--- config.mk ---
export PLATFORM = sky130hd
export DESIGN_NAME = solar_battery_monitor
export DESIGN_NICKNAME = d
export VERILOG_FILES = /design/src/rtl/sbm_pkg.sv /design/src/rtl/solar_battery_monitor.sv
export SDC_FILE = /design/constraint.sdc
export NUM_CORES = 1
export LEC_CHECK = 0
export BUFFER_PORTS_ARGS = -buffer_cell sky130_fd_sc_hd__buf_2
export CELL_PAD_IN_SITES_DETAIL_PLACEMENT = 0
export CELL_PAD_IN_SITES_GLOBAL_PLACEMENT = 1
export CORE_UTILIZATION = 54
export DETAILED_ROUTE_END_ITERATION = 8
export GPL_TIMING_DRIVEN = 1
export PLACE_DENSITY_LB_ADDON = 0.1
export SYNTH_ARGS = -nofsm -noshare
export SYNTH_HDL_FRONTEND = slang
export SYNTH_SLANG_ARGS = --single-unit
--- constraint.sdc ---
create_clock -name clk -period 16.95 [get_ports clk]
set_input_delay 0.8475 -clock clk [delete_from_list [all_inputs] [get_ports clk]]
set_output_delay 0.8475 -clock clk [all_outputs]
set_load 0.03 [all_outputs]
--- src/rtl/sbm_pkg.sv ---
`default_nettype none

package sbm_pkg;

    localparam int SAMPLE_W = 12;
    localparam int MV_W     = 16;
    localparam int SUM_W    = 18;
    localparam int CFG_W    = 16;
    localparam int CFG_IDX_W = 3;
    localparam int PCT_W    = 7;
    localparam int TOTAL_W  = 32;
    localparam int QX_W     = 16;
    localparam int K_W      = 24;

    // Configuration register indexes
    localparam logic [CFG_IDX_W-1:0] REG_PANEL_GAIN   = 3'd0;
    localparam logic [CFG_IDX_W-1:0] REG_BATTERY_GAIN = 3'd1;
    localparam logic [CFG_IDX_W-1:0] REG_FULL         = 3'd2;
    localparam logic [CFG_IDX_W-1:0] REG_EMPTY        = 3'd3;
    localparam logic [CFG_IDX_W-1:0] REG_LOW          = 3'd4;
    localparam logic [CFG_IDX_W-1:0] REG_SOLAR        = 3'd5;
    localparam logic [CFG_IDX_W-1:0] REG_STEP         = 3'd6;

    localparam logic [CFG_W-1:0] RST_PANEL_GAIN   = 16'd6600;
    localparam logic [CFG_W-1:0] RST_BATTERY_GAIN = 16'd6600;
    localparam logic [CFG_W-1:0] RST_FULL         = 16'd4200;
    localparam logic [CFG_W-1:0] RST_EMPTY        = 16'd3000;
    localparam logic [CFG_W-1:0] RST_LOW          = 16'd3300;
    localparam logic [CFG_W-1:0] RST_SOLAR        = 16'd5000;
    localparam logic [CFG_W-1:0] RST_STEP         = 16'd56;

    // Power source codes
    localparam logic [1:0] SRC_NONE    = 2'd0;
    localparam logic [1:0] SRC_SOLAR   = 2'd1;
    localparam logic [1:0] SRC_BATTERY = 2'd2;

    localparam logic [MV_W:0]    CHARGE_MARGIN_MV = 17'd300;
    localparam logic [PCT_W-1:0] PCT_FULL         = 7'd100;
    localparam logic [PCT_W-1:0] PCT_EMPTY        = 7'd0;
    // 1.3 scaled by 100 and by 2^16
    localparam logic [K_W-1:0]   K_BASE           = 24'd8519680;

    typedef struct packed {
        logic [SAMPLE_W-1:0] panel_sample;
        logic [SAMPLE_W-1:0] battery_sample;
    } in_item_t;

    typedef struct packed {
        logic [MV_W-1:0]    panel_mv;
        logic [MV_W-1:0]    battery_mv;
        logic [PCT_W-1:0]   charge_percent;
        logic               battery_low;
        logic [1:0]         power_source;
        logic               charging;
        logic [TOTAL_W-1:0] charge_uah;
    } out_item_t;

endpackage

`default_nettype wire

--- src/rtl/solar_battery_monitor.sv ---
// Averaging voltage monitor for a solar-charged battery.
//
// Input channel (in_valid/in_ready/in_data) takes one pair of 12-bit panel and
// battery converter samples per transfer. Output channel (out_valid/out_ready/
// out_data) delivers one reading after every SAMPLES_PER_READING pairs.
// The configuration port (cfg_we/cfg_index/cfg_data) writes one of the seven 16-bit
// registers per write; it should only be used while no reading is in flight.
//
// A pair that does not complete a reading is only added to the sums. The pair that
// completes a reading starts a bit-serial sequence: shift-add multiplication for
// both millivolt conversions, a preparation step, then, when the battery lies
// strictly between empty and full, restoring division, a step to form the fit
// coefficient and shift-add multiplication for the quadratic. No pair is taken
// until the result has been placed in the output register.
// The output register holds a finished reading while the receiver stalls; new
// pairs are still taken, and a following reading waits at its end for the slot.
// Reset clears the sums, pair count and charge total and reloads the registers.
`default_nettype none

module solar_battery_monitor
    import sbm_pkg::*;
#(
    parameter int SAMPLES_PER_READING = 16
) (
    input  wire logic                 clk,
    input  wire logic                 rst_n,
    input  wire logic                 in_valid,
    output logic                      in_ready,
    input  wire in_item_t             in_data,
    output logic                      out_valid,
    input  wire logic                 out_ready,
    output out_item_t                 out_data,
    input  wire logic                 cfg_we,
    input  wire logic [CFG_IDX_W-1:0] cfg_index,
    input  wire logic [CFG_W-1:0]     cfg_data
);

    localparam logic [6:0] LAST_PAIR = 7'(SAMPLES_PER_READING - 1);
    localparam int MUL_W = SUM_W + CFG_W;
    localparam int SQ_W  = K_W + QX_W;

    typedef enum logic [2:0] {
        ST_IDLE,
        ST_MULT,
        ST_PREP,
        ST_DIV,
        ST_KPREP,
        ST_SQ,
        ST_OUT
    } state_t;

    state_t state_reg, state_next;

    logic [CFG_W-1:0] panel_gain_reg, panel_gain_next;
    logic [CFG_W-1:0] battery_gain_reg, battery_gain_next;
    logic [CFG_W-1:0] full_reg, full_next;
    logic [CFG_W-1:0] empty_reg, empty_next;
    logic [CFG_W-1:0] low_reg, low_next;
    logic [CFG_W-1:0] solar_reg, solar_next;
    logic [CFG_W-1:0] step_reg, step_next;

    logic [5:0]         pair_count_reg, pair_count_next;
    logic [SUM_W-1:0]   panel_sum_reg, panel_sum_next;
    logic [SUM_W-1:0]   battery_sum_reg, battery_sum_next;
    logic [TOTAL_W-1:0] charge_total_reg, charge_total_next;
    logic [3:0]         step_cnt_reg, step_cnt_next;
    logic               out_valid_reg, out_valid_next;

    // Datapath registers
    logic [SUM_W-1:0] psum_op_reg, psum_op_next;
    logic [SUM_W-1:0] bsum_op_reg, bsum_op_next;
    logic [MUL_W-1:0] pmul_reg, pmul_next;
    logic [MUL_W-1:0] bmul_reg, bmul_next;
    logic [MV_W-1:0]  pmv_reg, pmv_next;
    logic [MV_W-1:0]  bmv_reg, bmv_next;
    logic             ge_full_reg, ge_full_next;
    logic             le_empty_reg, le_empty_next;
    logic [MV_W-1:0]  rem_reg, rem_next;
    logic [MV_W-1:0]  divisor_reg, divisor_next;
    logic [QX_W-1:0]  quot_reg, quot_next;
    logic [K_W-1:0]   coef_reg, coef_next;
    logic [SQ_W-1:0]  sq_reg, sq_next;
    out_item_t        out_data_reg, out_data_next;

    logic             in_fire;
    logic [SUM_W-1:0] psum_add;
    logic [SUM_W-1:0] bsum_add;
    logic [SUM_W:0]   pmul_part;
    logic [SUM_W:0]   bmul_part;
    logic [MV_W-1:0]  pmv_sat;
    logic [MV_W-1:0]  bmv_sat;
    logic [MV_W:0]    rem_shift;
    logic [K_W:0]     sq_part;
    logic [K_W-1:0]   quot_x30;
    logic [7:0]       pct_raw;
    logic [PCT_W-1:0] pct;
    logic             src_solar;
    logic             src_battery;
    logic             charging;
    logic [1:0]       source;
    logic [TOTAL_W:0] total_add;

    assign in_ready  = (state_reg == ST_IDLE);
    assign out_valid = out_valid_reg;
    assign out_data  = out_data_reg;
    assign in_fire   = in_valid && in_ready;

    assign psum_add = panel_sum_reg + SUM_W'(in_data.panel_sample);
    assign bsum_add = battery_sum_reg + SUM_W'(in_data.battery_sample);

    // Shift-add step: the multiplier sits in the low half and shifts out LSB first.
    assign pmul_part = {1'b0, pmul_reg[MUL_W-1:CFG_W]} + (pmul_reg[0] ? {1'b0, psum_op_reg} : '0);
    assign bmul_part = {1'b0, bmul_reg[MUL_W-1:CFG_W]} + (bmul_reg[0] ? {1'b0, bsum_op_reg} : '0);

    assign pmv_sat = (pmul_reg[MUL_W-1:MUL_W-2] != 2'b00) ? '1 : pmul_reg[MUL_W-3:CFG_W];
    assign bmv_sat = (bmul_reg[MUL_W-1:MUL_W-2] != 2'b00) ? '1 : bmul_reg[MUL_W-3:CFG_W];

    assign rem_shift = {rem_reg, 1'b0};
    assign quot_x30  = K_W'({quot_reg, 5'b0}) - K_W'({quot_reg, 1'b0});
    assign sq_part   = {1'b0, sq_reg[SQ_W-1:QX_W]} + (sq_reg[0] ? {1'b0, coef_reg} : '0);

    assign pct_raw = sq_reg[SQ_W-1:SQ_W-8];

    always_comb
    begin
        if (ge_full_reg)
            pct = PCT_FULL;
        else if (le_empty_reg)
            pct = PCT_EMPTY;
        else if (pct_raw > 8'(PCT_FULL))
            pct = PCT_FULL;
        else
            pct = pct_raw[PCT_W-1:0];
    end

    // Source decision on the finished reading.
    assign src_solar   = pmv_reg > solar_reg;
    assign src_battery = !src_solar && (bmv_reg > empty_reg);
    assign charging    = src_solar ||
                         (src_battery && ({1'b0, pmv_reg} > ({1'b0, bmv_reg} + CHARGE_MARGIN_MV)));
    assign source      = src_solar ? SRC_SOLAR : (src_battery ? SRC_BATTERY : SRC_NONE);
    assign total_add   = {1'b0, charge_total_reg} + (TOTAL_W + 1)'(step_reg);

    always_comb
    begin
        state_next        = state_reg;
        panel_gain_next   = panel_gain_reg;
        battery_gain_next = battery_gain_reg;
        full_next         = full_reg;
        empty_next        = empty_reg;
        low_next          = low_reg;
        solar_next        = solar_reg;
        step_next         = step_reg;
        pair_count_next   = pair_count_reg;
        panel_sum_next    = panel_sum_reg;
        battery_sum_next  = battery_sum_reg;
        charge_total_next = charge_total_reg;
        step_cnt_next     = step_cnt_reg;
        out_valid_next    = out_valid_reg;
        psum_op_next      = psum_op_reg;
        bsum_op_next      = bsum_op_reg;
        pmul_next         = pmul_reg;
        bmul_next         = bmul_reg;
        pmv_next          = pmv_reg;
        bmv_next          = bmv_reg;
        ge_full_next      = ge_full_reg;
        le_empty_next     = le_empty_reg;
        rem_next          = rem_reg;
        divisor_next      = divisor_reg;
        quot_next         = quot_reg;
        coef_next         = coef_reg;
        sq_next           = sq_reg;
        out_data_next     = out_data_reg;

        if (cfg_we)
        begin
            case (cfg_index)
                REG_PANEL_GAIN:   panel_gain_next   = cfg_data;
                REG_BATTERY_GAIN: battery_gain_next = cfg_data;
                REG_FULL:         full_next         = cfg_data;
                REG_EMPTY:        empty_next        = cfg_data;
                REG_LOW:          low_next          = cfg_data;
                REG_SOLAR:        solar_next        = cfg_data;
                REG_STEP:         step_next         = cfg_data;
                default:          ;
            endcase
        end

        if (out_valid_reg && out_ready)
            out_valid_next = 1'b0;

        case (state_reg)
            ST_IDLE:
            begin
                if (in_fire)
                begin
                    if ({1'b0, pair_count_reg} == LAST_PAIR)
                    begin
                        pair_count_next  = '0;
                        panel_sum_next   = '0;
                        battery_sum_next = '0;
                        psum_op_next     = psum_add;
                        bsum_op_next     = bsum_add;
                        pmul_next        = MUL_W'(panel_gain_reg);
                        bmul_next        = MUL_W'(battery_gain_reg);
                        step_cnt_next    = '0;
                        state_next       = ST_MULT;
                    end
                    else
                    begin
                        pair_count_next  = pair_count_reg + 6'd1;
                        panel_sum_next   = psum_add;
                        battery_sum_next = bsum_add;
                    end
                end
            end
            ST_MULT:
            begin
                pmul_next     = {pmul_part, pmul_reg[CFG_W-1:1]};
                bmul_next     = {bmul_part, bmul_reg[CFG_W-1:1]};
                step_cnt_next = step_cnt_reg + 4'd1;
                if (step_cnt_reg == '1)
                    state_next = ST_PREP;
            end
            ST_PREP:
            begin
                pmv_next      = pmv_sat;
                bmv_next      = bmv_sat;
                ge_full_next  = bmv_sat >= full_reg;
                le_empty_next = bmv_sat <= empty_reg;
                rem_next      = bmv_sat - empty_reg;
                divisor_next  = full_reg - empty_reg;
                quot_next     = '0;
                step_cnt_next = '0;
                // The division is only needed strictly between empty and full.
                if ((bmv_sat >= full_reg) || (bmv_sat <= empty_reg))
                    state_next = ST_OUT;
                else
                    state_next = ST_DIV;
            end
            ST_DIV:
            begin
                // The remainder stays below the divisor, so the shifted value fits 17 bits.
                if (rem_shift >= {1'b0, divisor_reg})
                begin
                    rem_next  = MV_W'(rem_shift - {1'b0, divisor_reg});
                    quot_next = {quot_reg[QX_W-2:0], 1'b1};
                end
                else
                begin
                    rem_next  = rem_shift[MV_W-1:0];
                    quot_next = {quot_reg[QX_W-2:0], 1'b0};
                end
                step_cnt_next = step_cnt_reg + 4'd1;
                if (step_cnt_reg == '1)
                    state_next = ST_KPREP;
            end
            ST_KPREP:
            begin
                // pct = x * (130 * 2^16 - 30 * x) / 2^32
                coef_next     = K_BASE - quot_x30;
                sq_next       = SQ_W'(quot_reg);
                step_cnt_next = '0;
                state_next    = ST_SQ;
            end
            ST_SQ:
            begin
                sq_next       = {sq_part, sq_reg[QX_W-1:1]};
                step_cnt_next = step_cnt_reg + 4'd1;
                if (step_cnt_reg == '1)
                    state_next = ST_OUT;
            end
            ST_OUT:
            begin
                if (!out_valid_reg || out_ready)
                begin
                    out_data_next.panel_mv       = pmv_reg;
                    out_data_next.battery_mv     = bmv_reg;
                    out_data_next.charge_percent = pct;
                    out_data_next.battery_low    = bmv_reg < low_reg;
                    out_data_next.power_source   = source;
                    out_data_next.charging       = charging;
                    out_data_next.charge_uah     = charge_total_reg;
                    if (charging && (bmv_reg < full_reg))
                    begin
                        charge_total_next = total_add[TOTAL_W] ? '1 : total_add[TOTAL_W-1:0];
                        out_data_next.charge_uah = charge_total_next;
                    end
                    out_valid_next = 1'b1;
                    state_next     = ST_IDLE;
                end
            end
            default:
            begin
                state_next = ST_IDLE;
            end
        endcase
    end

    always_ff @(posedge clk or negedge rst_n)
    begin
        if (!rst_n)
        begin
            state_reg        <= ST_IDLE;
            panel_gain_reg   <= RST_PANEL_GAIN;
            battery_gain_reg <= RST_BATTERY_GAIN;
            full_reg         <= RST_FULL;
            empty_reg        <= RST_EMPTY;
            low_reg          <= RST_LOW;
            solar_reg        <= RST_SOLAR;
            step_reg         <= RST_STEP;
            pair_count_reg   <= '0;
            panel_sum_reg    <= '0;
            battery_sum_reg  <= '0;
            charge_total_reg <= '0;
            step_cnt_reg     <= '0;
            out_valid_reg    <= 1'b0;
        end
        else
        begin
            state_reg        <= state_next;
            panel_gain_reg   <= panel_gain_next;
            battery_gain_reg <= battery_gain_next;
            full_reg         <= full_next;
            empty_reg        <= empty_next;
            low_reg          <= low_next;
            solar_reg        <= solar_next;
            step_reg         <= step_next;
            pair_count_reg   <= pair_count_next;
            panel_sum_reg    <= panel_sum_next;
            battery_sum_reg  <= battery_sum_next;
            charge_total_reg <= charge_total_next;
            step_cnt_reg     <= step_cnt_next;
            out_valid_reg    <= out_valid_next;
        end
    end

    always_ff @(posedge clk)
    begin
        psum_op_reg  <= psum_op_next;
        bsum_op_reg  <= bsum_op_next;
        pmul_reg     <= pmul_next;
        bmul_reg     <= bmul_next;
        pmv_reg      <= pmv_next;
        bmv_reg      <= bmv_next;
        ge_full_reg  <= ge_full_next;
        le_empty_reg <= le_empty_next;
        rem_reg      <= rem_next;
        divisor_reg  <= divisor_next;
        quot_reg     <= quot_next;
        coef_reg     <= coef_next;
        sq_reg       <= sq_next;
        out_data_reg <= out_data_next;
    end

endmodule

`default_nettype wire

; ---- Yosys cells after proc, flatten, opt, wreduce, memory -nomap -nowiden
; Index checks and enable logic that the tools add are counted.
; Widths: inputs -> output; s select.
[totals]
input_bits = 48
output_inout_bits = 77
elab_cells = 149
ff_bits = 519
[op_classes]
n_eq_ne = 20
n_lt_le_gt_ge = 9
reduce_logical = 34
n_mux = 37
addsub = 14
[op_table]
columns = cell, n
row1 = $mux 34, 4
row2 = $pmux 34 s2, 2
row3 = $pmux 40 s2, 1
row4 = $mux 18, 4
row5 = $mux 32, 2
row6 = $pmux 16 s2, 2
row7 = $sub 16x16->16, 3
row8 = $add 18x18->19, 2
row9 = $add 18x12->18, 2
row10 = $add 32x16->33, 1
row11 = $gt 16x16->1, 2
row12 = $lt 16x16->1, 2
row13 = $mux 16, 2
row14 = $add 24x24->25, 1
row15 = $mux 24, 1
row16 = $sub 24x24->24 const A, 1
row17 = $sub 21x17->22, 1
row18 = $mux 3, 7
row19 = $pmux 3 s7, 1
row20 = $eq 3x3->1 const B, 6
row21 = $reduce_and 2->1, 9
row22 = $add 16x9->17 const B, 1
row23 = $ge 17x16->1, 1
row24 = $gt 16x17->1, 1
row25 = 27 further kinds, 55

; ---- Depth between registers and ports, before layout
; Gate-level depths: netlist (run 1).
[depth]
ltp_word = 7
ltp_mapped = 17
mapped_depth_nobuf = 15

; ---- Least setup slack after synthesis (run 1)
; OpenSTA, ideal clock, no wires.
[synth_path]
kind = input port to flip-flop
startpoint = input out_ready
endpoint = register charge_total_reg[12]
required_time_ns = 16.815
path_buffers = 2
cell_stages = 6
arrival_time_ns = 7.883
setup_ns = 0.135
path_slack_ns = 8.932
cell_sequence = nand2b_1 nor3b_1 and3_1 buf_2 buf_1 a31oi_1
[synth_via]
elab_chain_cells = 2
[synth_lines]
columns = item, line
row1 = from (decl), solar_battery_monitor.sv:31  ; input wire logic out_ready,
row2 = $logic_or 1x1->1, solar_battery_monitor.sv:275  ; if (!out_valid_reg || out_ready)
row3 = $reduce_and 2->1 (no line), n/a
row4 = to (signal assigned), solar_battery_monitor.sv:332  ; charge_total_reg <= charge_total_next;
row5 = to (decl), solar_battery_monitor.sv:65  ; logic [TOTAL_W-1:0] charge_total_reg, charge_total_next;
; Every way passes these cells.
; A chain may end at the register's enable or synchronous reset.

; ---- Final worst setup path (run 1)
[layout_path]
startpoint = register bmv_reg[2]
endpoint = register charge_total_reg[31]
[layout_via]
elab_chain_cells = 6
word_cells_on_any_way = 9
cone_classes = add/sub: 1 / order compare: 3 / mux: 1 / reduce/logical: 4
[layout_lines]
columns = item, line
row1 = from (decl), solar_battery_monitor.sv:75  ; logic [MV_W-1:0] bmv_reg, bmv_next;
row2 = from (signal assigned), solar_battery_monitor.sv:345  ; bmv_reg <= bmv_next;
row3 = $add 16x9->17 / $gt 16x16->1 (equally long branches), "solar_battery_monitor.sv:140, solar_battery_monitor.sv:138"
row4 = $gt 16x17->1 / $logic_and 1x1->1 (equally long branches), "solar_battery_monitor.sv:140, solar_battery_monitor.sv:138"
row5 = $logic_and 1x1->1 *, solar_battery_monitor.sv:140  ; (src_battery && ({1'b0, pmv_reg} > ({1'b0, bmv_reg} + CHARGE_MARGIN_MV)));
row6 = $logic_or 1x1->1 *, solar_battery_monitor.sv:139  ; assign charging = src_solar ||
row7 = net charging, solar_battery_monitor.sv:99  ; logic charging;
row8 = $logic_and 1x1->1 *, solar_battery_monitor.sv:284  ; if (charging && (bmv_reg < full_reg))
row9 = $mux 32 *, n/a
; The timed path passes the listed nets; every way through them passes the cells marked *.

==> results.txt, run 1 <==
status = completed
Routed WL = 72.7 mm
largest net degree at the start of global routing = 72
Area growth syn-to-layout = 11.3%
worst-path maximum fanout = 20
Max Root-Sink Buffers = 3
detailed placement HPWL = 52.0 mm
Worst Setup SP = bmv_reg[2]$_DFFE_PP_
worst r2r path cells = 15
CTS tree = yes
WHS = 0.213 ns
Critical Path RT = 17.44 ns
EDFF count, synth = 324
Fin Clk Skew = 0.0261 ns
layout cells sized above 1 = 13.7%
Final Cell Area = 33,900 sq um
Largest register FFs = 75
post-synthesis average cell area = 10.6 sq um
post-cts hold buffer count = 0
Mapped Area = 30,400 sq um
worst skew pair latency = 0.63 ns
reg-to-reg critical path startpoint = bmv_reg[2]$_DFFE_PP_
Slew Viols, Final = 0
worst r2r dst = charge_total_reg[31]$_DFFE_PN0P_
drt wl/cell = 19.2 microns
Root Buffer = clkbuf_16
Max Fclk = 217 MHz
final setup fails = 0
Core Region = 55,400 sq um
sequential-to-total area share from yosys stat = 48.1%
Tot GR Track Use = 25.8%
arrival time at the worst endpoint = 5.09 ns
RSZ-0062 raised after global routing = false
Post-Layout Cell Count = 3,793
Max-slew headroom = 24.6%
DIE AREA = 57,300 sq um
Die Ht = 239 microns
Yosys cell types = 91
drt drc = 0
Max VDD drop = 103 uV
Power Density = 188 nW/um^2
I/O pin cnt = 125
Rows = 86
Hold Path Class = in -> async
placed cells = 3,684
antenna-violating nets left = 0
number of buffers created by CTS = 57
minimum clock period = 4.60 ns
Yosys warnings = 0
global-route wire length before repair = 116 mm
Die Wd = 239 microns
Syn Nets = 3,184
Worst-path clk slew = 0.06 ns
reg2reg setup slack = 12.35 ns
vias per std cell = 5.81
Synth Register Bits = 518
Sink Count = 518
Routability Congestion = 0.854
Fin. Hold Viols = 0
Via Count = 22,030
post-cts resize count = 0
Initial Util = 54.9%
placed inst area = 31,900 sq um
initial antenna violation count = 1
Crit Path Class = reg -> reg
Worst Setup Start Kind = register
CP Capture Type = register
PortBufs = 124
H-tree depth = 2
total gr overflow = 0
Top FF cell, synth = edfxtp_1
Tightest Pin Transition = 1.12 ns
Pleak = 14.0 nW
post-CTS setup buffers = 0
DR iter-0 viols = 1,372
Setup TNS Final = 0 ns
nets@finish = 3,308
Initial DRT Pass Iterations = 5
Post-Synthesis Cells = 2,871
Final period util = 27.2%
most common cell after layout, fill and taps aside = edfxtp_1
worst setup path end = charge_total_reg[31]$_DFFE_PN0P_
ys async rst share = 37.5%
max-cap violations = 0
commonest non-fill, non-tap cells in the layout = edfxtp_1, nand2_1, ha_1, nor2_1, inv_1
vias in the first global route = 21,658
==> routing by layer <==
layer  vias to the layer above  track usage (%)  wire, microns
met1                     10694             36.5          34300
met4                         0             7.60           1880
met2                       458             41.7          33500
met5                         -                0              0
met3                       118             3.03           3040
li1                      10760                -              -
==> worst min path at each step <==
stage                                         start                            end  slack, ns  depth (start not counted)
after global routing                          rst_n  panel_sum_reg[10]$_DFFE_PN0P_       0.23                          1
after floorplan            pmv_reg[0]$_SDFFCE_PP1P_         out_data[59]$_DFFE_PP_       0.43                          0
after detailed placement  empty_reg[14]$_DFFE_PN0P_      empty_reg[14]$_DFFE_PN0P_       0.49                          1
final                                         rst_n  panel_sum_reg[10]$_DFFE_PN0P_       0.21                          1
after CTS                                     rst_n  panel_sum_reg[10]$_DFFE_PN0P_       0.19                          1
after global placement    empty_reg[12]$_DFFE_PN0P_      empty_reg[12]$_DFFE_PN0P_       0.49                          1
==> area by class of cell <==
type | instances | area, sq um
fill | 4600 | 21500
multi-input combinational | 2106 | 14900
sequential | 518 | 14600
clock buffer | 73 | 1540
tap | 748 | 936
timing repair buffer | 149 | 817
inverter | 163 | 612
clock inverter | 35 | 435
antenna | 1 | 2.50
==> logic make-up (layout without fill, tap and decap cells) <==
family	after synthesis	after routing	share of synthesized area, %
AO/OA/AOI/OAI	652	652	14.1
buffers and inverters	247	420	3.16
other	0	1	0
AND/OR/NAND/NOR	918	918	14.9
multiplexers	114	114	4.16
XOR/XNOR	157	157	4.52
adder cells (fa/ha/maj)	265	265	11.1
flip-flops	518	518	48.1
==> metrics by stage <==
stage | total power, mW | setup WS, ns | util (%)
2_1_floorplan | 4.35 | 8.93 | -
3_3_place_gp | 4.98 | 12.46 | 57.6
6_report | 6.36 | 12.35 | 61.1
4_1_cts | 6.39 | 12.35 | 61.1
3_5_place_dp | 5.06 | 12.36 | 57.6
5_1_grt | 6.83 | 11.96 | 61.1
==> worst max-delay path, cell delays in order (launching register included) <==
cell and delay [ns]:
edfxtp_1 0.52, inv_1 0.10, ha_1 0.18, nor2b_1 0.08, o31ai_1 0.51, nor2_1 0.12
xnor2_1 0.16, ha_1 0.30, nand3_1 0.11, nor3_1 0.25, o221ai_1 0.16, o211ai_1 0.12
a41o_1 0.40, nand3_1 0.66, nor3_1 0.41, mux2_2 0.37
==> power by group <==
part | internal [mW] | switching (mW) | total, mW
sequential | 1.88 | 0.246 | 2.13
clock | 0.780 | 0.518 | 1.30
combinational | 1.16 | 1.77 | 2.93
total | 3.83 | 2.53 | 6.36
==> Yosys cell counts, types with 6 or more instances <==
cell	n	area [sq um]
nand2_1	283	1060
nor3_1	73	365
and3_1	32	200
nand3_1	62	310
dfrtp_1	157	3930
nor4_1	6	37.5
fa_1	9	180
a21oi_1	152	761
xor2_1	55	482
edfxtp_1	324	9730
a41oi_1	7	61.3
a21o_1	67	503
or2_2	10	62.6
nand3b_1	8	60.1
o21ai_0	144	721
o22ai_1	8	50.1
nand4b_1	6	52.6
nor2b_1	25	156
nand2b_1	34	213
or3_1	46	288
clkbuf_1	68	255
inv_1	163	612
buf_2	9	45.0
nand4_1	29	181
nor3b_1	11	82.6
xnor2_1	102	893
nor2_1	190	713
o31ai_1	15	113
a211o_1	6	52.6
a211oi_1	12	90.1
and2_1	77	482
a2111oi_0	11	96.3
mux2_2	99	1110
o21bai_1	10	75.1
o31a_1	7	61.3
ha_1	256	3200
dfstp_2	37	972
a22o_1	26	228
o21a_1	48	360
mux2i_1	14	140
o211ai_1	17	128
a31oi_1	54	338
Note: power is estimated with default switching activity, not from simulation.
==> run 2: changes to the inputs <==
--- a/config.mk
+++ b/config.mk
@@ -8,7 +8,7 @@
 export BUFFER_PORTS_ARGS = -buffer_cell sky130_fd_sc_hd__buf_2
 export CELL_PAD_IN_SITES_DETAIL_PLACEMENT = 0
 export CELL_PAD_IN_SITES_GLOBAL_PLACEMENT = 1
-export CORE_UTILIZATION = 54
+export CORE_UTILIZATION = 50
 export DETAILED_ROUTE_END_ITERATION = 8
 export GPL_TIMING_DRIVEN = 1
 export PLACE_DENSITY_LB_ADDON = 0.1
==> constraint.sdc (replaced) <==
create_clock -name clk -period 4.3 [get_ports clk]
set_input_delay 0.215 -clock clk [delete_from_list [all_inputs] [get_ports clk]]
set_output_delay 0.215 -clock clk [all_outputs]
set_load 0.03 [all_outputs]
==> results.txt, run 2 (synthesized netlist as in run 1, its figures left out) <==
status = completed
worst-path maximum fanout = 7
Critical Path RT = 4.68 ns
Power Density = 734 nW/um^2
Crit Path Class = reg -> reg
fillers = 5,152
Multi-input gate area = 14,900 sq um
Hold Crit Depth = 3
worst r2r dst = out_data[19]$_DFFE_PP_
Slew Viols, Final = 0
worst r2r path cells = 16
reg2reg setup slack = 0.42 ns
Final Util = 56.8%
Initial Util = 50.5%
drt drc = 0
Rows = 90
Routability Congestion = 0.878
# diodes = 0
worst path cell trace = inv_1 -> ha_1 -> nor2b_2 -> o31ai_2 -> nor2_1 -> xnor2_1 -> ha_1 -> nand3_1 -> nor3_1 -> o221ai_1 -> o211ai_1 -> a41o_2 -> nand2_1 -> buf_4 -> nor3_1 -> mux2_2
Crit path depth = 16
I/O pin cnt = 125
Final period util = 90.1%
global-route wire length before repair = 120 mm
worst setup path end = out_data[19]$_DFFE_PP_
H-tree depth = 2
commonest non-fill, non-tap cells in the layout = edfxtp_1, nand2_1, ha_1, nor2_1, inv_1
final setup fails = 0
slowest CP cell = edfxtp_1
arrival time at the worst endpoint = 4.25 ns
Max Root-Sink Buffers = 3
Setup TNS Final = 0 ns
CP Capture Type = register
DIE AREA = 61,800 sq um
nets@finish = 3,339
total gr overflow = 0
Tightest Pin Transition = 1.17 ns
Root Buffer = clkbuf_16
CTS tree = yes
max-cap violations = 0
minimum clock period = 3.88 ns
Area growth syn-to-layout = 12.4%
largest net degree at the start of global routing = 84
most common cell after layout, fill and taps aside = edfxtp_1
reg-to-reg critical path startpoint = bmv_reg[3]$_DFFE_PP_
crit-path max cell delay = 0.49 ns
Core Region = 60,200 sq um
Worst-path clk slew = 0.06 ns
Via Count = 22,168
FF+latch area = 14,600 sq um
Max Fclk = 258 MHz
Worst Setup SP = bmv_reg[3]$_DFFE_PP_
Die Ht = 249 microns
RSZ-0062 raised after global routing = false
Sink Count = 518
PortBufs = 124
Routed WL = 74.4 mm
Die Wd = 249 microns
initial antenna violation count = 2
drt wl/cell = 19.3 microns
number of buffers created by CTS = 59
Hold Path Class = in -> reg
antenna-violating nets left = 0
crit-path leading delay family = compound AO/OA/AOI/OAI gates
worst skew pair latency = 0.63 ns
Max-slew headroom = 21.9%
DR iter-0 viols = 1,399
vias in the first global route = 21,823
Initial DRT Pass Iterations = 6
Max VDD drop = 367 uV
Pleak = 14.1 nW
Fin Clk Skew = 0.0146 ns
layout cells sized above 1 = 14.1%
vias per std cell = 5.75
Worst Setup Start Kind = register
Buf/Inv on CP = 2
Fin. Hold Viols = 0
Largest register FFs = 75
detailed placement HPWL = 53.1 mm
Tot GR Track Use = 24.2%
[run 2: cell count changes in the layout (fill, tap and decap cells not counted), moves of 3 or more]
cell	delta
dlygate4sd3_1	+19
clkinv_1	-3
clkinv_2	+6
clkbuf_1	+3
buf_12	+3
bufinv_16	-3
buf_4	+7
clkinv_4	-4
[run 2: layout make-up]
| type | instances | area share (%) |
|---|---|---|
| repair buffers | 178 | 3.27 |
| multi-input cells | 2106 | 43.6 |
| clock buffers | 77 | 4.60 |
| inverters | 163 | 1.79 |
| well taps | 782 | 2.86 |
| flip-flops and latches | 518 | 42.8 |
| clock inverters | 34 | 1.04 |
[run 2: power by group]
| group | internal, mW | total (mW) | switching [mW] |
|---|---|---|---|
| registers | 7.41 | 8.35 | 0.941 |
| logic | 4.66 | 11.7 | 7.04 |
| clock network | 2.95 | 5.06 | 2.11 |
[run 2: how the worst min path moves through the flow]
stage	from	to
3_5_place_dp	rst_n	panel_sum_reg[10]$_DFFE_PN0P_
6_report	out_ready	out_valid$_DFF_PN0_
3_3_place_gp	rst_n	pair_count_reg[0]$_DFFE_PN0P_
2_1_floorplan	rst_n	battery_gain_reg[0]$_DFFE_PN0P_
5_1_grt	in_data[19]	psum_op_reg[7]$_DFFE_PP_
4_1_cts	out_ready	out_valid$_DFF_PN0_
[run 2: through the flow]
stage	hold slack [ns]	power [mW]	instances	instance area [sq um]	setup slack (ns)
after floorplan	-0.0806	17.1	2871	30400	0.0604
after global placement	0.296	19.8	3728	32100	0.271
after detailed placement	0.295	20.1	3728	32100	0.192
after CTS	0.00842	25.3	3858	34200	0.158
after global routing	0.0960	27.0	3858	34200	0.0752
final	0.0583	25.1	3858	34200	0.425
[run 2: worst register-to-register path, delay by kind of cell, from the launching register on]
kind	cells	cell delay (ns)
muxes	1	0.35
DFF	1	0.49
and+or+nand+nor	6	0.86
AOI/OAI and AO/OA	4	0.96
adders and majority gates	2	0.50
buffers and inverters	2	0.31
xor gates and xnor gates	1	0.14
[run 2: timing repair]
action                                 in CTS  in global routing
hold buffers                               19                  0
endpoints found under the hold margin      96                  0
gates resized for setup                     0                  5
setup endpoints to repair                   0                 45
buffers inserted                            0                  0
[run 2: metal layers]
metal	up-vias	wire [microns]	GRT usage, %
li1	10814	-	-
met1	10804	35100	34.5
met2	451	34200	39.2
met3	99	3440	3.10
met4	0	1640	6.39
met5	-	0	0
